==> config.mk <==
export PLATFORM = sky130hd
export DESIGN_NAME = fcpa_ctrl
export DESIGN_NICKNAME = d
export VERILOG_FILES = /design/src/hw/rtl/fcpa_pkg.sv /design/src/hw/rtl/fcpa_ctrl.sv
export SDC_FILE = /design/constraint.sdc
export NUM_CORES = 1
export LEC_CHECK = 0
export BUFFER_PORTS_ARGS = -buffer_cell sky130_fd_sc_hd__buf_2
export CORE_AREA = 3 3 40 42
export CTS_CLUSTER_SIZE = 25
export DETAILED_ROUTE_END_ITERATION = 10
export DIE_AREA = 0 0 43 45
export SLEW_MARGIN = 20
export SYNTH_ARGS = -nofsm -noshare
export SYNTH_HDL_FRONTEND = slang
export SYNTH_SLANG_ARGS = --single-unit
==> constraint.sdc <==
create_clock -name clk -period 2.01 [get_ports clk]
set_clock_uncertainty 0.2 [all_clocks]
set_input_delay 0.201 -clock clk [delete_from_list [all_inputs] [get_ports clk]]
set_output_delay 0.201 -clock clk [all_outputs]
set_load 0.01 [all_outputs]
==> src/hw/rtl/fcpa_pkg.sv <==
// fcpa_pkg: shared types, codes and widths of the fixed chunk pool allocator
// no dependencies; compile first
package fcpa_pkg;

  // field widths
  localparam int ADDR_W   = 48;
  localparam int REQ_W    = 17;
  localparam int TOTAL_W  = 11;
  localparam int STRIDE_W = 18;
  localparam int SPAN_W   = 29;
  localparam int ALIGN_W  = 13;

  // configuration port
  localparam int APB_AW = 5;
  localparam int APB_DW = 64;

  // parameter defaults
  localparam int MAX_CHUNKS_DEF = 1024;
  localparam int ALIGNMENT_DEF  = 16;
  localparam int ADDR_BITS_DEF  = 48;

  localparam logic [REQ_W-1:0] REQ_RESET = 17'd16;

  typedef enum logic [1:0] {
    OP_ALLOC    = 2'd0,
    OP_FREE     = 2'd1,
    OP_FREE_ALL = 2'd2
  } op_t;

  typedef enum logic [1:0] {
    ST_OK    = 2'd0,
    ST_EMPTY = 2'd1,
    ST_RANGE = 2'd2,
    ST_FULL  = 2'd3
  } status_t;

  typedef enum logic [1:0] {
    REG_POOL_BASE   = 2'd0,
    REG_CHUNK_BYTES = 2'd1,
    REG_CHUNK_TOTAL = 2'd2
  } reg_idx_t;

  typedef enum logic [1:0] {
    S_IDLE = 2'd0,
    S_EXEC = 2'd1,
    S_FILL = 2'd2
  } state_t;

  typedef struct packed {
    logic accept;
    logic fill_start;
    logic fill_step;
    logic complete;
  } dp_cmd_t;

  typedef struct packed {
    logic [1:0] op;
    logic       fill_done;
  } dp_status_t;

endpackage

==> src/hw/rtl/fcpa_ctrl.sv <==
// fcpa_ctrl: sequencing of alloc, free and free-all, and the result valid flag
// depends on fcpa_pkg
module fcpa_ctrl (
  input  logic                 clk,
  input  logic                 rst,
  input  logic                 req_valid,
  output logic                 req_ready,
  input  logic                 geom_settled,
  output logic                 rsp_valid,
  input  logic                 rsp_ready,
  input  fcpa_pkg::dp_status_t status,
  output fcpa_pkg::dp_cmd_t    cmd
);

  fcpa_pkg::state_t state, state_next;
  logic             rsp_valid_next;
  logic             slot_free;
  logic             is_fill;

  assign slot_free = !rsp_valid || rsp_ready;
  assign is_fill   = (fcpa_pkg::op_t'(status.op) == fcpa_pkg::OP_FREE_ALL);

  always_comb begin
    state_next = state;
    unique case (state)
      fcpa_pkg::S_IDLE: begin
        if (req_valid && req_ready) begin
          state_next = fcpa_pkg::S_EXEC;
        end
      end
      fcpa_pkg::S_EXEC: begin
        if (is_fill) begin
          state_next = fcpa_pkg::S_FILL;
        end else if (slot_free) begin
          state_next = fcpa_pkg::S_IDLE;
        end
      end
      fcpa_pkg::S_FILL: begin
        if (status.fill_done && slot_free) begin
          state_next = fcpa_pkg::S_IDLE;
        end
      end
      default: begin
        state_next = fcpa_pkg::S_IDLE;
      end
    endcase
  end

  always_comb begin
    req_ready      = 1'b0;
    cmd            = '0;
    unique case (state)
      fcpa_pkg::S_IDLE: begin
        req_ready  = geom_settled;
        cmd.accept = req_valid && geom_settled;
      end
      fcpa_pkg::S_EXEC: begin
        cmd.fill_start = is_fill;
        cmd.complete   = !is_fill && slot_free;
      end
      fcpa_pkg::S_FILL: begin
        cmd.fill_step = !status.fill_done;
        cmd.complete  = status.fill_done && slot_free;
      end
      default: begin
        req_ready = 1'b0;
      end
    endcase
  end

  always_comb begin
    if (cmd.complete) begin
      rsp_valid_next = 1'b1;
    end else if (rsp_ready) begin
      rsp_valid_next = 1'b0;
    end else begin
      rsp_valid_next = rsp_valid;
    end
  end

  always_ff @(posedge clk) begin
    if (rst) begin
      state     <= fcpa_pkg::S_IDLE;
      rsp_valid <= 1'b0;
    end else begin
      state     <= state_next;
      rsp_valid <= rsp_valid_next;
    end
  end

  a_no_overwrite: assert property (@(posedge clk) disable iff (rst)
    cmd.complete |-> (!rsp_valid || rsp_ready))
    else $error("result written over an untaken word");

  a_one_cmd: assert property (@(posedge clk) disable iff (rst)
    $onehot0({cmd.accept, cmd.fill_start, cmd.fill_step, cmd.complete}))
    else $error("conflicting datapath commands");

  a_accept_then_exec: assert property (@(posedge clk) disable iff (rst)
    cmd.accept |=> (state == fcpa_pkg::S_EXEC))
    else $error("accepted word not executed");

endmodule

==> results.cfg <==
[status]
outcome = finished, final reports clean

[clock_network]
cts.sinks = 3
post_cts_resized = 0
clk_pin_slew_ns = 0.04
tritoncts = done
clk_latency_ns = 0.23
cts_max_level = 1
clockBufferDepth = 2
root_buffer = clkbuf_4
cts-buffers-inserted = 3

[hold_path]
min_to = rsp_valid$_SDFFE_PP0P_
hold_start = rsp_ready
hold_class = primary input to flop
hold_path_depth = 4

[floorplanning]
num_rows = 13
coreArea_mm2 = 0.001285
die_h_um = 45
initial_core_util = 0.2210
io_pins = 14
die-area_mm2 = 0.001935
die_x_um = 43

[synthesis]
synth_top_area_cell = dfxtp_1
ys_seq_area_frac = 0.2115
synth_warnings = 0
syn_inst = 31
ys_top_cells_by_area = dfxtp_1 (21%), ha_1 (18%), a32oi_4 (9.7%), a41o_1 (7.0%), inv_1 (6.6%)
yosysUniqueCellTypes = 17
avgSynthCellArea_um2 = 9.162
syn_nets = 43
synth_seq_cells = 3
syn_area_um2 = 284.0
synth_top_area_frac = 0.2115

[drt]
via_per_inst = 4.159
firstDrtPassIters = 4
avgRoutedWirePerCell_um = 9.429
post-route-drc-count = 0
routed_wl_um = 594
vias = 262
detail-route-antenna-nets = 0
drtIter0Drc = 4

[worst_setup_path]
r2r-start = state[0]$_SDFFE_PP0P_
reg2reg_depth = 5
crit_path_max_fanout = 4
required_ns = 1.61
worstReg2RegEnd = state[1]$_SDFFE_PP0P_
regToRegSetupSlack_ns = 0.45
cp_data_arrival_time_ns = 1.36
path_class = flop to output port
end_kind = output port
start_kind = flop

[power_and_ir_drop]
power.density_mw_per_mm2 = 709.6
leakage_nw = 0.2055
peakVddDrop_uv = 293.0

[cells_and_area]
layout_commonest_cell = buf_2
regArea_um2 = 60.06
final_cell_mix = buf_2 (13), inv_1 (5), ha_1 (4)
fillCellCount = 152
drive_gt1_frac = 0.4167
multi_input_area_um2 = 197.7
syn2layout_area_growth_pct = 39.65
final_net_count = 61
finish.utilization = 0.3087
diodes = 0

[global_routing]
groute.usage.overall = 0.06822
grt_pass1_vias = 253
gr-total-overflow = 0
antenna_found_initial = 0
grt_max_degree = 5
grt_first_pass_wirelength_um = 966

[sta]
setup_tns_ns = 0
rsz0062_at_grt = false
whs_ns = 0.1215
finalSetupViolations = 0
min_period_ns = 1.761
slew_violations = 0
period_share = 0.8759
hold_viol = 0
slew_headroom = 0.7921
tightest_slew_ns = 0.3097
worst_slack_ns = 0.2494
fmax_ghz = 0.5680

[place]
dp_hpwl_um = 505.8
place.gp.congestion = 0.6514
pre_cts_slack_ns = 0.4513
port_buffers = 13

[flow_run]
cap_violations = 0
per-layer routing:
metal,global-route usage,part of all wire,up-vias,wire length (um)
li1,-,-,140,-
met1,0.06490,0.42,117,250
met2,0.1287,0.54,5,320
met3,0.03586,0.039,0,23
met4,0.01807,0,0,0
met5,0,0,-,0
worst max-delay path by stage:
stage	to	startpoint	slack (ns)	cells after the start
after floorplan	cmd[0]	state[0]$_SDFFE_PP0P_	0.56	6
after detailed placement	state[1]$_SDFFE_PP0P_	state[0]$_SDFFE_PP0P_	0.45	5
final	cmd[0]	state[0]$_SDFFE_PP0P_	0.25	6
after global routing	cmd[0]	state[1]$_SDFFE_PP0P_	0.15	6
after CTS	cmd[0]	state[0]$_SDFFE_PP0P_	0.23	6
after global placement	state[1]$_SDFFE_PP0P_	state[0]$_SDFFE_PP0P_	0.47	5
cell type report:
type / count / share of cell area
clock buffers: 4 / 0.06625
flip-flops and latches: 3 / 0.1514
well taps: 15 / 0.04732
inverters: 5 / 0.04732
repair buffers: 14 / 0.1893
multi-input cells: 22 / 0.4984
synth_stat cells, drive strengths merged:
master,n
inv,5
and2,1
and3,1
nand2b,1
nand2,2
nor2,3
a41o,2
a211oi,2
nor2b,2
a22o,1
ha,4
buf,1
dfxtp,3
o21ai,1
a21oi,1
a32oi,1
where the power goes:
| part | total, W | switching, W | internal, W | leakage, nW |
|---|---|---|---|---|
| clock | 0.000104 | 0.0000298 | 0.0000743 | 0.0150 |
| sequential | 0.0000711 | 0.00000404 | 0.0000671 | 0.0245 |
| combinational | 0.000106 | 0.0000555 | 0.0000507 | 0.166 |
| total | 0.000281 | 0.0000893 | 0.000192 | 0.205 |
flip-flops by register name, summed over array words and instances (netlist names):
name       cells
state          2
rsp_valid      1
timing repair:
item,4_1_cts,5_1_grt
setup buffers,0,0
hold buffers,1,0
hold endpoints to repair,1,0
critical path, stage by stage (launching register included):
cell     delay (ns)
dfxtp_1        0.33
inv_1          0.09
ha_1           0.23
a22o_2         0.25
nand2_1        0.06
nor2_1         0.04
buf_2          0.13
kinds of logic after synthesis:
| family | after synthesis | share of synthesized area |
|---|---|---|
| buf+inv | 6 | 0.09253 |
| compound gates | 8 | 0.2907 |
| simple gates | 10 | 0.2291 |
| fa+ha+maj | 4 | 0.1762 |
| flops | 3 | 0.2115 |
per-stage QoR:
stage	area [um^2]	power [W]	instances
floorplan	284.0	0.0001480	31
global placement	360.3	0.0001756	58
detailed placement	360.3	0.0001781	58
CTS	396.6	0.0002906	63
global route	396.6	0.0003043	63
finish	396.6	0.0002814	63
(Power assumes the default switching activity.)
