## src/hw/rtl/fcpa_pkg.sv

```systemverilog
// fcpa_pkg: shared types, codes and widths of the fixed chunk pool allocator
// no dependencies; compile first
package fcpa_pkg;

  // field widths
  localparam int ADDR_W   = 48;
  localparam int REQ_W    = 17;
  localparam int TOTAL_W  = 11;
  localparam int STRIDE_W = 18;
  localparam int SPAN_W   = 29;
  localparam int ALIGN_W  = 13;

  // configuration port
  localparam int APB_AW = 5;
  localparam int APB_DW = 64;

  // parameter defaults
  localparam int MAX_CHUNKS_DEF = 1024;
  localparam int ALIGNMENT_DEF  = 16;
  localparam int ADDR_BITS_DEF  = 48;

  localparam logic [REQ_W-1:0] REQ_RESET = 17'd16;

  typedef enum logic [1:0] {
    OP_ALLOC    = 2'd0,
    OP_FREE     = 2'd1,
    OP_FREE_ALL = 2'd2
  } op_t;

  typedef enum logic [1:0] {
    ST_OK    = 2'd0,
    ST_EMPTY = 2'd1,
    ST_RANGE = 2'd2,
    ST_FULL  = 2'd3
  } status_t;

  typedef enum logic [1:0] {
    REG_POOL_BASE   = 2'd0,
    REG_CHUNK_BYTES = 2'd1,
    REG_CHUNK_TOTAL = 2'd2
  } reg_idx_t;

  typedef enum logic [1:0] {
    S_IDLE = 2'd0,
    S_EXEC = 2'd1,
    S_FILL = 2'd2
  } state_t;

  typedef struct packed {
    logic accept;
    logic fill_start;
    logic fill_step;
    logic complete;
  } dp_cmd_t;

  typedef struct packed {
    logic [1:0] op;
    logic       fill_done;
  } dp_status_t;

endpackage

```

## src/hw/rtl/fcpa_geom.sv

```systemverilog
// fcpa_geom: pipelined stride and span computation from the configuration
// depends on fcpa_pkg
module fcpa_geom #(
  parameter int ALIGNMENT = fcpa_pkg::ALIGNMENT_DEF
) (
  input  logic                          clk,
  input  logic                          rst,
  input  logic                          cfg_write,
  input  logic [fcpa_pkg::REQ_W-1:0]    requested_chunk_bytes,
  input  logic [fcpa_pkg::TOTAL_W-1:0]  chunk_total,
  output logic [fcpa_pkg::STRIDE_W-1:0] stride,
  output logic [fcpa_pkg::SPAN_W-1:0]   span,
  output logic                          settled
);

  // reciprocal of the alignment, exact for all rounded sizes below 2^18
  localparam logic [63:0] RECIP_FULL =
    ((64'd1 << 31) + 64'(ALIGNMENT) - 64'd1) / 64'(ALIGNMENT);
  localparam logic [31:0] RECIP = RECIP_FULL[31:0];
  localparam logic [fcpa_pkg::ALIGN_W-1:0] ALIGN_C = fcpa_pkg::ALIGN_W'(ALIGNMENT);
  localparam logic [fcpa_pkg::STRIDE_W-1:0] ALIGN_M1 = fcpa_pkg::STRIDE_W'(ALIGNMENT - 1);

  logic [fcpa_pkg::STRIDE_W-1:0] rounded;
  logic [49:0]                   quot_prod;
  logic [fcpa_pkg::STRIDE_W-1:0] quot;
  logic [30:0]                   stride_prod;
  logic [1:0]                    settle_cnt;

  assign rounded   = fcpa_pkg::STRIDE_W'(requested_chunk_bytes) + ALIGN_M1;
  assign quot_prod = 50'(rounded) * 50'(RECIP);
  assign stride_prod = 31'(quot) * 31'(ALIGN_C);

  always_ff @(posedge clk) begin
    quot   <= quot_prod[31 +: fcpa_pkg::STRIDE_W];
    stride <= stride_prod[fcpa_pkg::STRIDE_W-1:0];
    span   <= fcpa_pkg::SPAN_W'(stride) * fcpa_pkg::SPAN_W'(chunk_total);
  end

  // three stages to flush after any change
  always_ff @(posedge clk) begin
    if (rst || cfg_write) begin
      settle_cnt <= 2'd3;
    end else if (settle_cnt != 2'd0) begin
      settle_cnt <= settle_cnt - 2'd1;
    end
  end

  assign settled = (settle_cnt == 2'd0);

endmodule

```

## config.mk

```make
export PLATFORM = sky130hd
export DESIGN_NAME = fcpa_geom
export DESIGN_NICKNAME = d
export VERILOG_FILES = /design/src/hw/rtl/fcpa_pkg.sv /design/src/hw/rtl/fcpa_geom.sv
export SDC_FILE = /design/constraint.sdc
export NUM_CORES = 1
export LEC_CHECK = 0
export ABC_AREA = 1
export BUFFER_PORTS_ARGS = -buffer_cell sky130_fd_sc_hd__buf_2
export CELL_PAD_IN_SITES_DETAIL_PLACEMENT = 0
export CELL_PAD_IN_SITES_GLOBAL_PLACEMENT = 1
export CORE_MARGIN = 8
export CORE_UTILIZATION = 45
export DETAILED_ROUTE_END_ITERATION = 8
export GPL_ROUTABILITY_DRIVEN = 0
export PLACE_DENSITY_LB_ADDON = 0.1
export SETUP_SLACK_MARGIN = 0.5
export SKIP_CTS_REPAIR_TIMING = 1
export SYNTH_ARGS = -nofsm -noshare
export SYNTH_HDL_FRONTEND = slang
export SYNTH_SLANG_ARGS = --single-unit
```

## constraint.sdc

```tcl
create_clock -name clk -period 5.5 [get_ports clk]
set_clock_uncertainty 0.05 [all_clocks]
set_input_delay 0.55 -clock clk [delete_from_list [all_inputs] [get_ports clk]]
set_output_delay 0.55 -clock clk [all_outputs]
set_load 0.02 [all_outputs]
```

==> key figures, run 1 <==
Clock network
  – TritonCTS clock tree: yes
  – Clk_lat worst skew: 0.30 ns
  – CTS clock-pin slew for the worst setup and hold paths: 0.08 ns
  – H-tree depth: 2
  – CTS buffer count: 5
  – Clock sinks: 55
  – Root Buffer: clkbuf_16
  – Clock Tree Buf Depth: 2

STA
  – Setup violators final: 0
  – Final Max Slew Viols: 0
  – Setup TNS: 0 ns
  – Post-route minimum period: 4.75 ns
  – Fmax: 211 MHz
  – Hold Violations, Final: 0
  – Tcrit/Tclk final: 0.863
  – RSZ-0062 raised after global routing: no

Setup path
  – Critical Path AT: 4.90 ns
  – CP Capture Type: register
  – Setup crit start kind: register
  – Critical path type: reg2reg
  – Critical path required time: 5.65 ns
  – CP max stage delay: 0.55 ns
  – Crit Path Max Fanout: 6
  – CP delay by family, top: adder cells
  – WP buf/inv: 4
  – Crit path top cell by count: nand2_1
  – Critical-path cell list: nand2_1, inv_1, fa_1, fa_1, fa_1, fa_1, inv_1, fa_1, inv_1, ha_1, nand2_1, inv_1, a21oi_1, nand3_1, nand2_1, nand2_1, nand2_1, nand2_1
  – CP max-delay cell: fa_1

Place
  – Number of port buffers: 70
  – Post-DP HPWL: 14.4 mm
  – Cell Area, Placed: 7600 µm²

Min path
  – Hold Path Class: reg2reg

Yosys
  – Seq/Total Area, Yosys: 0.156
  – Distinct cell type count after synthesis: 31
  – Async S/R FF share, synth: 0
  – #FFs+latches synth: 55
  – Ys flop type: dfxtp_1
  – Syn_area_per_cell: 7.40 µm²
  – Synth warn: 0
  – Mapped Area: 7050 µm²
  – Synthesized instance count: 953
  – Post-synth EDFFs: 0

Floorplanning
  – Die area: 19900 µm²
  – Row Count: 45
  – Core Box Area: 15300 µm²
  – Die Y-Extent: 141 µm
  – Top Ports: 79
  – Die W: 141 µm
  – Initial Util: 0.462

Final layout
  – Ant. Diodes: 0
  – Synthesis-to-finish area growth: 10.7%
  – Utilization after layout: 0.512
  – Fill cells: 1581
  – Final instance area: 7810 µm²
  – Ratio of cells with drive above 1 in the final layout: 0.111
  – Final nets: 1214

Global routing
  – First-pass GRT wire length: 27.8 mm
  – Largest net degree at the start of global routing: 21
  – GRT Resource Usage Total: 0.177
  – Antenna violations before repair: 0
  – Congestion Overflow GR: 0
  – Number of global-route vias before repair: 5676

Power and ir drop
  – PwrDens: 549 nW/µm²
  – Maximum VDD drop: 0.000363 V
  – Pleak: 0.00480 µW

Detailed routing
  – 1st-pass router iterations: 5
  – Total number of vias: 5591
  – WL final: 16.8 mm
  – Post-route ant nets: 0
  – Wirelength per Cell: 13.7 µm
  – Drt via density: 4.57
  – Residual DRC: 0
  – Initial DRC count: 232

Flow run
  – MaxCap Viol Count: 0

Run status
  – Outcome: complete, no violations
==> worst reg2reg max path: stages (launching register included) <==
cell	delay [ns]
dfxtp_2	0.48
nand2_1	0.09
inv_1	0.08
fa_1	0.45
fa_1	0.53
fa_1	0.54
fa_1	0.55
inv_1	0.06
fa_1	0.53
inv_1	0.04
ha_1	0.35
nand2_1	0.18
inv_1	0.06
a21oi_1	0.22
nand3_1	0.16
nand2_1	0.13
nand2_1	0.06
nand2_1	0.05
nand2_1	0.05
==> worst paths after layout <==
kind                                 from   endpoint  slack (ns)  depth (start not counted)
worst max-delay path            stride[6]   span[25]        0.75                         18
worst min-delay path              quot[4]  stride[8]        0.28                          0
worst max register to register  stride[6]   span[25]        0.75                         18
worst min register to register    quot[4]  stride[8]        0.28                          0
==> cell usage in the layout, fill, tap and decap left out, drive strengths merged <==
cell    count
nand3b      1
nor3        9
fa        107
ha         64
dfxtp      55
conb        8
a21oi      14
nand2     298
buf        70
nand3      23
o21ai       2
xor2       14
and2        1
o21bai      2
inv       274
clkinv      1
nand4       5
nor3b       1
clkbuf     13
or2         2
xnor2       6
o211ai      1
nor2       42
==> sequential cells by signal, summed over array words and instances (netlist names) <==
| signal | count |
|---|---|
| quot | 14 |
| stride | 14 |
| span | 25 |
| settle_cnt | 2 |
==> where the power goes <==
part	internal [µW]	switching, µW
Clock	176	162
Combinational	1200	2170
Sequential	533	43.7
==> area by class of cell <==
| class | count | area [µm²] | share of cell area |
|---|---|---|---|
| multi-input cells | 600 | 4810 | 0.616 |
| flip-flops and latches | 55 | 1130 | 0.144 |
| inverters | 272 | 1020 | 0.131 |
| repair buffers | 78 | 430 | 0.0551 |
| well taps | 211 | 264 | 0.0338 |
| clock buffers | 5 | 125 | 0.0160 |
| clock inverters | 3 | 31.3 | 0.00401 |
==> metrics by stage <==
step	setup slack [ns]	hold slack [ns]	std cells	power, µW
5_1_grt	0.507	0.283	1224	4840
3_5_place_dp	0.323	0.262	1216	3980
4_1_cts	0.416	0.280	1224	4360
6_report	0.752	0.277	1224	4290
2_1_floorplan	0.692	0.260	960	3110
3_3_place_gp	0.301	0.260	1216	4010
==> Yosys cell counts (3+ instances only) <==
master    number  share of area
nor2_1        37          0.020
fa_1         107           0.30
nor3_1         9         0.0064
dfxtp_1       55           0.16
nand4_1        5         0.0044
a21oi_1       14         0.0099
nor2_2         3         0.0027
nand3_1       22          0.016
xnor2_1        6         0.0074
xor2_1        13          0.016
buf_4          8         0.0085
clkbuf_1      25          0.013
nand2_1      295           0.16
ha_1          64           0.11
inv_1        271           0.14
==> cells by family (layout without fill, tap and decap cells) <==
| logic type | Yosys count | in the layout | share of synthesized area |
|---|---|---|---|
| DFF | 55 | 55 | 0.156 |
| adders and majority gates | 171 | 171 | 0.417 |
| other | 1 | 8 | 0.000532 |
| and+or+nand+nor | 382 | 382 | 0.219 |
| AOI/OAI and AO/OA | 19 | 19 | 0.0145 |
| buffers and inverters | 305 | 358 | 0.167 |
| xor gates and xnor gates | 20 | 20 | 0.0259 |
==> metal layers <==
layer | routed length, µm | up-vias | GRT usage
li1 | - | 2801 | -
met1 | 7540 | 2690 | 0.222
met2 | 8450 | 90 | 0.315
met3 | 636 | 10 | 0.0263
met4 | 187 | 0 | 0.0356
met5 | 0 | - | 0
No activity file was read; power rests on OpenSTA's default activity.
==> run 2, diff against run 1 <==
Clock period 5.5 ns to 5.3 ns, I/O delays scaled along.
==> run 2 against run 1 <==
Against the previous run: die area stayed put; register-to-register slack worse by 0.05 ns; global-route usage grew 0.094 points; sequential share of layout area decreased by 0.45 points; via count shrank 0.55%; utilization increased by 1.8 points; largest power group unchanged; critical path depth unchanged; first-iteration DRC count is 15% lower; combinational power up 20%; non-clock buffer count is 12 higher; hold slack is essentially flat; flip-flop and latch count did not move.
==> key figures, run 2 (synthesis results as in run 1) <==
Setup path
  – R2R cell count: 18 (unchanged)
  – Setup crit start kind: register
  – CP Capture Type: register
  – Reg-to-Reg End: span[24]
  – WP buf/inv: 4 (unchanged)
  – Crit path top cell by count: fa_1
  – CP max-delay cell: fa_1
  – CP delay by family, top: adder cells
  – Critical path type: reg2reg
  – CP Depth: 18 (unchanged)
  – Critical Path AT: 4.75 ns (-0.15 ns)
  – Crit Path Max Fanout: 6 (unchanged)
  – R2R Setup Slk: 0.71 ns (-0.05 ns)
  – RR Startpoint: stride[8]
  – End of the critical path: span[24]
  – Crit path launch: stride[8]
  – CP max stage delay: 0.55 ns (about the same)
  – Critical path required time: 5.46 ns (-0.19 ns)
  – Critical-path cell list: buf_8, nand2_1, fa_1, fa_1, inv_1, fa_1, fa_1, inv_1, fa_1, inv_1, ha_4, nand2_2, nor2_4, nand3_1, nand3_1, nand2_2, nand3_1, nand2_1

Global routing
  – Largest net degree at the start of global routing: 21 (unchanged)
  – Number of global-route vias before repair: 5652 (-0.42%)
  – GRT Resource Usage Total: 0.178 (+0.000937)
  – Antenna violations before repair: 0 (unchanged)
  – First-pass GRT wire length: 27.9 mm (+0.30%)
  – Congestion Overflow GR: 0 (unchanged)

Clock network
  – CTS clock-pin slew for the worst setup and hold paths: 0.07 ns (about the same)
  – TritonCTS clock tree: yes
  – Clock Tree Buf Depth: 2 (unchanged)
  – H-tree depth: 2 (unchanged)
  – Clock sinks: 55 (unchanged)
  – Root Buffer: clkbuf_16
  – Clk_lat worst skew: 0.31 ns (about the same)
  – CTS buffer count: 5 (unchanged)

Power and ir drop
  – Pleak: 0.00488 µW (+1.7%)
  – Maximum VDD drop: 0.000440 V (+21%)
  – PwrDens: 617 nW/µm² (+12%)

Floorplanning
  – Die W: 141 µm (unchanged)
  – Initial Util: 0.462 (unchanged)
  – Die Y-Extent: 141 µm (unchanged)
  – Die area: 19900 µm² (unchanged)
  – Row Count: 45 (unchanged)
  – Top Ports: 79 (unchanged)
  – Core Box Area: 15300 µm² (unchanged)

Place
  – Number of port buffers: 70 (unchanged)
  – Placement Setup Slack: 0.105 ns (-0.218 ns)
  – Post-DP HPWL: 14.3 mm (-1.0%)
  – Cell Area, Placed: 7630 µm² (+0.40%)

Detailed routing
  – Drt via density: 4.50 (-1.5%)
  – Residual DRC: 0 (unchanged)
  – 1st-pass router iterations: 4 (-1)
  – Wirelength per Cell: 13.6 µm (-0.84%)
  – WL final: 16.8 mm (+0.14%)
  – Total number of vias: 5560 (-0.55%)
  – Post-route ant nets: 0 (unchanged)
  – Initial DRC count: 198 (-15%)

Final layout
  – Max reg flops: 25 (unchanged)
  – Top Registers: span x25, quot x14, stride x14
  – Ratio of cells with drive above 1 in the final layout: 0.144 (+0.0338)
  – Final instance area: 8090 µm² (+3.6%)
  – Final nets: 1226 (+0.99%)
  – Commonest non-fill, non-tap cell in the layout: nand2_1
  – Synthesis-to-finish area growth: 14.7%
  – Reg with most FFs: span
  – Most frequent cells in the layout: nand2_1 (289), inv_1 (271), fa_1 (107)
  – Ant. Diodes: 0 (unchanged)

STA
  – Final Max Slew Viols: 0 (unchanged)
  – Post-route minimum period: 4.59 ns (-0.154 ns)
  – Tcrit/Tclk final: 0.867 (+0.00357)
  – Setup TNS: 0 ns (unchanged)
  – Final WS setup: 0.706 ns (-0.0463 ns)
  – Hold Violations, Final: 0 (unchanged)
  – RSZ-0062 raised after global routing: no
  – Fmax: 218 MHz (+3.3%)
  – Setup violators final: 0 (unchanged)
  – Hold slack: 0.276 ns (-0.000202 ns)

Min path
  – Hold Path Class: reg2reg

Run status
  – Outcome: complete, no violations

Flow run
  – MaxCap Viol Count: 0 (unchanged)
[run 2: cell count changes in the layout (fill, tap and decap cells not counted), sizes merged]
| cell | before | now |
|---|---|---|
| buf | 70 | 84 |
| clkbuf | 13 | 11 |
[run 2: where the power goes]
group | total [µW] | internal (µW) | switching [µW]
logic | 4040 | 1530 | 2510
registers | 592 | 552 | 39.0
clock network | 353 | 183 | 170
total | 4990 | 2270 | 2720
[run 2: final cells by class]
class | count | area (µm²)
inverters | 272 | 1020
clock inverters | 3 | 31.3
fillers | 1570 | 7170
clock buffers | 5 | 125
multi-input cells | 600 | 4970
repair buffers | 90 | 547
well taps | 211 | 264
flip-flops and latches | 55 | 1130
[run 2: worst min-delay path by stage]
stage,endpoint,from,slack [ns],depth (start not counted)
2_1_floorplan,stride[10],quot[6],0.26,0
3_3_place_gp,stride[5],quot[1],0.26,0
3_5_place_dp,stride[16],quot[12],0.26,0
4_1_cts,stride[17],quot[13],0.28,0
5_1_grt,stride[8],quot[4],0.28,0
6_report,stride[8],quot[4],0.28,0
[run 2: per-layer routing]
metal  track usage  wire [µm]  vias up
met1         0.220       7480     2633
met3        0.0253        649       10
li1              -          -     2829
met2         0.319       8530       88
met5             0          0        -
met4        0.0402        172        0
[run 2: stage by stage]
stage,power (µW),utilization,std cells
floorplan,3230,-,960
global placement,4170,0.500,1220
detailed placement,4150,0.500,1220
CTS,4530,0.510,1228
global route,5620,0.530,1236
finish,4990,0.530,1236
